--- src/rtl/avt_pkg.sv ---
// Package with the types, codes and helper functions of the address vote tally.
`timescale 1ns / 1ps
package avt_pkg;

    localparam int TABLE_SLOTS_DEF = 16;

    localparam logic [4:0] MAX_ADDR_BYTES = 5'd18;

    localparam int CFG_W     = 10;
    localparam int CFG_IDX_W = 1;

    localparam logic [CFG_IDX_W-1:0] REG_VOTE_LIMIT   = 1'd0;
    localparam logic [CFG_IDX_W-1:0] REG_WINDOW_TICKS = 1'd1;

    localparam logic [7:0] VOTE_LIMIT_RESET   = 8'd120;
    localparam logic [9:0] WINDOW_TICKS_RESET = 10'(10 * 60);

    localparam logic [1:0] CMD_OBSERVE = 2'd0;
    localparam logic [1:0] CMD_TICK    = 2'd1;
    localparam logic [1:0] CMD_CLEAR   = 2'd2;

    localparam logic [1:0] STATUS_OK   = 2'd0;
    localparam logic [1:0] STATUS_FULL = 2'd1;

    localparam logic [7:0] VOTES_MAX   = 8'd255;
    localparam logic [9:0] ELAPSED_MAX = 10'd1023;

    typedef struct packed {
        logic [1:0]  command;
        logic [63:0] addr_hi;
        logic [63:0] addr_mid;
        logic [15:0] addr_lo;
        logic [4:0]  addr_len;
    } in_t;

    typedef struct packed {
        logic [1:0]  status;
        logic        decided;
        logic        has_winner;
        logic [63:0] winner_hi;
        logic [63:0] winner_mid;
        logic [15:0] winner_lo;
        logic [4:0]  winner_len;
        logic [7:0]  winner_votes;
    } out_t;

    typedef struct packed {
        logic        observe;
        logic        clear;
        logic        any_match;
        logic [4:0]  len;
        logic [63:0] hi;
        logic [63:0] mid;
        logic [15:0] lo;
    } op_t;

    typedef struct packed {
        logic        any;
        logic [4:0]  len;
        logic [63:0] hi;
        logic [63:0] mid;
        logic [15:0] lo;
        logic [7:0]  votes;
    } cand_t;

    // Keeps byte k of the word, counted from the top, when base + k lies below len.
    function automatic logic [63:0] keep_bytes64(logic [63:0] d, logic [4:0] len,
                                                 logic [4:0] base);
        logic [63:0] r;
        r = '0;
        for (int k = 0; k < 8; k++) begin
            if ({1'b0, len} > ({1'b0, base} + 6'(k))) begin
                r[63-8*k -: 8] = d[63-8*k -: 8];
            end
        end
        return r;
    endfunction

    function automatic logic [15:0] keep_bytes16(logic [15:0] d, logic [4:0] len,
                                                 logic [4:0] base);
        logic [15:0] r;
        r = '0;
        for (int k = 0; k < 2; k++) begin
            if ({1'b0, len} > ({1'b0, base} + 6'(k))) begin
                r[15-8*k -: 8] = d[15-8*k -: 8];
            end
        end
        return r;
    endfunction

endpackage

--- src/rtl/avt_cell.sv ---
// One table cell: holds a slot and passes the running winner to its neighbor.
`timescale 1ns / 1ps
module avt_cell (
    input  logic           aclk,
    input  logic           aresetn,
    input  logic           upd_en,
    input  avt_pkg::op_t   op,
    input  logic           prev_used,
    input  avt_pkg::cand_t prev_cand,
    output logic           used,
    output logic           match,
    output avt_pkg::cand_t cand
);

    logic           used_reg, used_next;
    logic [4:0]     len_reg, len_next;
    logic [63:0]    hi_reg, hi_next;
    logic [63:0]    mid_reg, mid_next;
    logic [15:0]    lo_reg, lo_next;
    logic [7:0]     votes_reg, votes_next;
    avt_pkg::cand_t cand_reg, cand_next;
    logic           insert;
    logic           take;

    assign match = used_reg && (len_reg == op.len) && (hi_reg == op.hi) &&
                   (mid_reg == op.mid) && (lo_reg == op.lo);
    assign insert = op.observe && !op.any_match && !used_reg && prev_used;

    always_comb begin
        used_next  = used_reg;
        len_next   = len_reg;
        hi_next    = hi_reg;
        mid_next   = mid_reg;
        lo_next    = lo_reg;
        votes_next = votes_reg;
        if (upd_en) begin
            if (op.clear) begin
                used_next = 1'b0;
            end else if (insert) begin
                used_next  = 1'b1;
                len_next   = op.len;
                hi_next    = op.hi;
                mid_next   = op.mid;
                lo_next    = op.lo;
                votes_next = 8'd1;
            end else if (op.observe && match && (votes_reg != avt_pkg::VOTES_MAX)) begin
                votes_next = votes_reg + 8'd1;
            end
        end
    end

    // Strictly greater replaces, so the earliest cell keeps a tie.
    assign take = used_reg && (!prev_cand.any || (votes_reg > prev_cand.votes));

    always_comb begin
        if (take) begin
            cand_next = '{any: 1'b1, len: len_reg, hi: hi_reg, mid: mid_reg,
                          lo: lo_reg, votes: votes_reg};
        end else begin
            cand_next = prev_cand;
        end
    end

    always_ff @(posedge aclk) begin
        if (!aresetn) begin
            used_reg <= 1'b0;
        end else begin
            used_reg <= used_next;
        end
    end

    always_ff @(posedge aclk) begin
        len_reg   <= len_next;
        hi_reg    <= hi_next;
        mid_reg   <= mid_next;
        lo_reg    <= lo_next;
        votes_reg <= votes_next;
        cand_reg  <= cand_next;
    end

    assign used = used_reg;
    assign cand = cand_reg;

endmodule

--- config.mk ---
export PLATFORM = sky130hd
export DESIGN_NAME = avt_cell
export DESIGN_NICKNAME = d
export VERILOG_FILES = /design/src/rtl/avt_pkg.sv /design/src/rtl/avt_cell.sv
export SDC_FILE = /design/constraint.sdc
export NUM_CORES = 1
export LEC_CHECK = 0
export CORE_AREA = 3 3 182 184
export DETAILED_ROUTE_END_ITERATION = 10
export DIE_AREA = 0 0 185 187
export DONT_BUFFER_PORTS = 1
export PLACE_DENSITY_LB_ADDON = 0.08
export SYNTH_ARGS = -nofsm -noshare
export SYNTH_HDL_FRONTEND = slang
export SYNTH_SLANG_ARGS = --single-unit
--- constraint.sdc ---
create_clock -name aclk -period 8.9 [get_ports aclk]
set_clock_uncertainty 0.05 [all_clocks]
set_input_delay 0.445 -clock aclk [delete_from_list [all_inputs] [get_ports aclk]]
set_output_delay 0.445 -clock aclk [all_outputs]
set_load 0.05 [all_outputs]
---- Word level (Yosys, flattened, before mapping) ----
Cells that the tools add are included.
word-level totals
  output and inout bits ................... 160
  input port bits ......................... 314
  register bits ........................... 316
operators by class
  bitwise operators ....................... 1
  order comparisons ....................... 1
  mux-type cells .......................... 4
  equality and inequality tests ........... 5
  reduce and logical (&&, ||, !) cells .... 19
  add/sub/neg operators ................... 1
operator list
  kind                                                            number
  157-bit two-way mux                                             1
  64-bit == test                                                  2
  16-bit == test                                                  1
  1-bit logical AND                                               10
  8-bit by 1-bit adder with 8-bit output (second input constant)  1
  8-bit > comparator                                              1
  8-bit two-way mux                                               1
  8-bit != test (second input constant)                           1
  3-bit AND reduction                                             2
  5-bit == test                                                   1
  2-bit nonzero test                                              2
  1-bit zero test                                                 3
  1-bit two-way mux                                               2
  2-bit AND reduction                                             1
  1-bit logical OR                                                1
  1-bit NOT                                                       1

---- Depth between registers and ports, before layout ----
  depth in word-level cells ............... 9
  gate-level depth with buffers ........... 10
  depth with buffers taken out ............ 8

---- Worst setup path before layout ----
OpenSTA, ideal clock, no wires.
  path kind ............................... register to register
  start point ............................. register used_reg (netlist: used)
  end point ............................... register hi_reg[0] (enable)
  required time ........................... 8.349 ns
  data arrival time ....................... 4.239 ns
  stages on the path, launching flop included .. 4
  setup slack ............................. 4.109 ns
  cell sequence ........................... dfxtp_1 nor3_1 nand2_1 inv_1
on the way
  longest elaborated chain between the ends .. 4
RTL lines
  element                          RTL line        text
  start: declaration               avt_cell.sv:15  logic used_reg, used_next;
  start signal: assignment         avt_cell.sv:68  used_reg <= used_next;
  1-bit zero test                  avt_cell.sv:27  assign insert = op.observe && !op.any_match && !used_reg && prev_used;
  1-bit logical AND (2 in series)  avt_cell.sv:27
  3-bit AND reduction (no line)    -
  end signal: assignment           avt_cell.sv:74  hi_reg <= hi_next;
  end: declaration                 avt_cell.sv:17  logic [63:0] hi_reg, hi_next;
No other way between the ends.
A chain may end at the register's enable or synchronous reset.

---- Final worst setup path ----
  start point ............................. register lo_reg[12]
  end point ............................... output match
on the way
  longest elaborated chain between the ends .. 2
RTL lines
  element                   RTL line        text
  start: declaration        avt_cell.sv:19  logic [15:0] lo_reg, lo_next;
  start signal: assignment  avt_cell.sv:76  lo_reg <= lo_next;
  16-bit == test            avt_cell.sv:26  (mid_reg == op.mid) && (lo_reg == op.lo);
  1-bit logical AND         avt_cell.sv:26
  end: declaration          avt_cell.sv:11  output logic match,
No other way between the ends.

==> results_dict.tcl <==
set metrics [dict create \
    run_status "complete, no violations" \
    num_vias 7458 \
    via_per_inst 5.060 \
    place_inst 1205 \
    rsz0062_at_grt "false" \
    clock_path_buffers 3 \
    std_cell_rows 65 \
    dieWidth_microns 185 \
    place_area_sq_mm 0.01244 \
    dr.pass1.iters 4 \
    htreeDepth 2 \
    worst_pin_slew_ps 1032 \
    clk_pin_slew_worst_paths_ps 60 \
    grt_antenna_before_repair 5 \
    fmax_mhz 238.8 \
    synth.avg_cell_area_sq_um 14.67 \
    ir_drop_v 0.0001586 \
    synth.cell_area_sq_mm 0.01197 \
    core-area_sq_mm 0.03156 \
    required_ps 8410 \
    nets 1364 \
    final_cell_mix "dlygate4sd3_1, dfxtp_1, mux2_1, edfxtp_1, xnor2_1" \
    synth_edf_count 157 \
    finalSetupViolCount 0 \
    wl_per_cell_microns 25.13 \
    slowest_delay_ps 810 \
    place_congestion 0.8232 \
    io_pins 474 \
    powerDensity_mw_per_mm2 215.0 \
    hpwl_mm 26.19 \
    worst-setup-path-type "reg -> out" \
    cts_tree "built" \
    grt_overflow 0 \
    grt_start_max_net_pins 92 \
    io_buffers 0 \
    multi_input_area_sq_mm 0.003769 \
    hold_path_class "in -> reg" \
    post-route-period-util 0.4705 \
    met2_usage 0.3670 \
    grt_pass1_vias 8431 \
    clock-root-buffer "clkbuf_16" \
    crit_fanout 2 \
    post_synth_num_cell_types 44 \
    start_kind "flip-flop" \
    finalSetupTns_ps 0 \
    crit_path_end_kind "output pin" \
    synth_cells 816 \
    gr-usage-met3 0.06087 \
    grt_first_pass_wirelength_mm 53.26 \
    min_period_ps 4188 \
    cap_violations 0 \
    start_util 0.3794 \
    holdWs_ps 24.99 \
    grt_use_total 0.2045 \
    fin_cells 1474 \
    drive_gt1_frac 0.06092 \
    slew-limit-headroom 0.3093 \
    design_area_sq_mm 0.01558 \
    seq_area_frac_synth 0.6597 \
    drt.antenna.violating_nets 0 \
    worst-endpoint-arrival_ps 3690 \
    hold_viol 0 \
    final_common_cell "dlygate4sd3_1" \
    synth_fp_nets 1139 \
    slew_viol_final 0 \
    die_area_sq_mm 0.03460 \
    drc_errors 0 \
    yosysWarnings 0 \
    gr-usage-met1 0.2353 \
    cp_slowest_cell "nor2_1" \
    area_growth_pct 30.13 \
    crit_chain "xnor2_1 -> nand4_1 -> nor4_1 -> nand4_1 -> or4_4 -> nor2_1" \
    grt-busiest-layer "met2" \
    largest_register_ffs 158 \
    p_leak_nw 5.666 \
    yosys_register_bits 316 \
    insertion_delay_ps 500 \
    post-route-util 0.4937 \
    synth_ff_type "dfxtp_1" \
    drt-initial-drc-count 332 \
    seq_area_sq_mm 0.007898 \
    cp_common_cell "nand4_1" \
    nFillCells 2701 \
    clkSinkCount 316 \
    die_h_microns 187 \
    drt-total-wl_mm 37.04 \
    async_reset_ff_frac 0 \
    cts_buffers 35 \
]
## cell usage after synthesis (2+ instances only)
master | instances | area share
o22ai_1 | 18 | 0.0094
nor4_1 | 12 | 0.0063
o21ai_0 | 2 | 0.00084
nor2_1 | 12 | 0.0038
a221o_1 | 2 | 0.0017
nor3_1 | 2 | 0.00084
nand2_1 | 8 | 0.0025
xor2_1 | 17 | 0.012
o2bb2ai_1 | 9 | 0.0066
a21oi_1 | 8 | 0.0033
o2111ai_1 | 2 | 0.0015
nand3_1 | 2 | 0.00084
nor2b_1 | 11 | 0.0057
ha_1 | 9 | 0.0094
inv_1 | 60 | 0.019
a22oi_1 | 3 | 0.0019
a221oi_1 | 7 | 0.0051
xnor2_1 | 83 | 0.061
buf_2 | 14 | 0.0059
dfxtp_1 | 159 | 0.27
clkbuf_1 | 3 | 0.00094
nand4_1 | 29 | 0.015
mux2_1 | 157 | 0.15
edfxtp_1 | 157 | 0.39
clkinv_1 | 2 | 0.00063
a22o_1 | 2 | 0.0015
nand2b_1 | 7 | 0.0037
and3_1 | 3 | 0.0016
## layout make-up
type / count / area share
well taps: 402 / 0.03229
clock inverters: 20 / 0.007550
multi-input cells: 421 / 0.2419
inverters: 62 / 0.01526
repair buffers: 205 / 0.1311
clock buffers: 43 / 0.06417
flip-flops and latches: 316 / 0.5069
diodes: 5 / 0.0008031
## repair_timing
action	CTS	global route
hold endpoints to repair	196	5
buffers inserted	0	0
resized for setup	0	0
hold buffers	196	5
## power by group
part / switching [mW] / internal [mW]
logic: 0.0665 / 0.116
registers: 0.188 / 1.59
clock network: 0.566 / 0.825
## per-layer routing
metal  share of wire  up-vias
li1                -     3425
met2            0.52      358
met4           0.026        0
met3           0.079       62
met5               0        -
met1            0.38     3613
## worst max-delay path, delay by kind of cell (launching register included)
kind	cells	cell delay, ps
and+or+nand+nor	5	2510
xor gates and xnor gates	1	290
DFF	1	410
## path summary, 6_finish.rpt
check | start | endpoint | slack (ps) | cells after the start
min reg2reg | hi_reg[20] | cand[108] | 440 | 1
max | lo_reg[12] | match | 4710 | 6
max reg2reg | votes_reg[1] | cand[85] | 5370 | 8
min | prev_cand[71] | cand[71] | 20 | 1
## through the flow
| step | worst slack, ps | power [mW] |
|---|---|---|
| final | 4712 | 3.349 |
| after global routing | 4543 | 3.475 |
| after CTS | 4631 | 3.391 |
| after detailed placement | 5162 | 1.913 |
| after global placement | 5189 | 1.912 |
| after floorplan | 4109 | 1.876 |
## cell families after synthesis
| kind of cell | after synthesis | synth area share |
|---|---|---|
| AO/OA/AOI/OAI | 62 | 0.03888 |
| buffers and inverters | 79 | 0.02623 |
| flip-flops | 316 | 0.6597 |
| multiplexers | 157 | 0.1477 |
| AND/OR/NAND/NOR | 93 | 0.04494 |
| XOR/XNOR | 100 | 0.07316 |
| adder cells (fa/ha/maj) | 9 | 0.009407 |
Power figures use the tool's default switching activity.
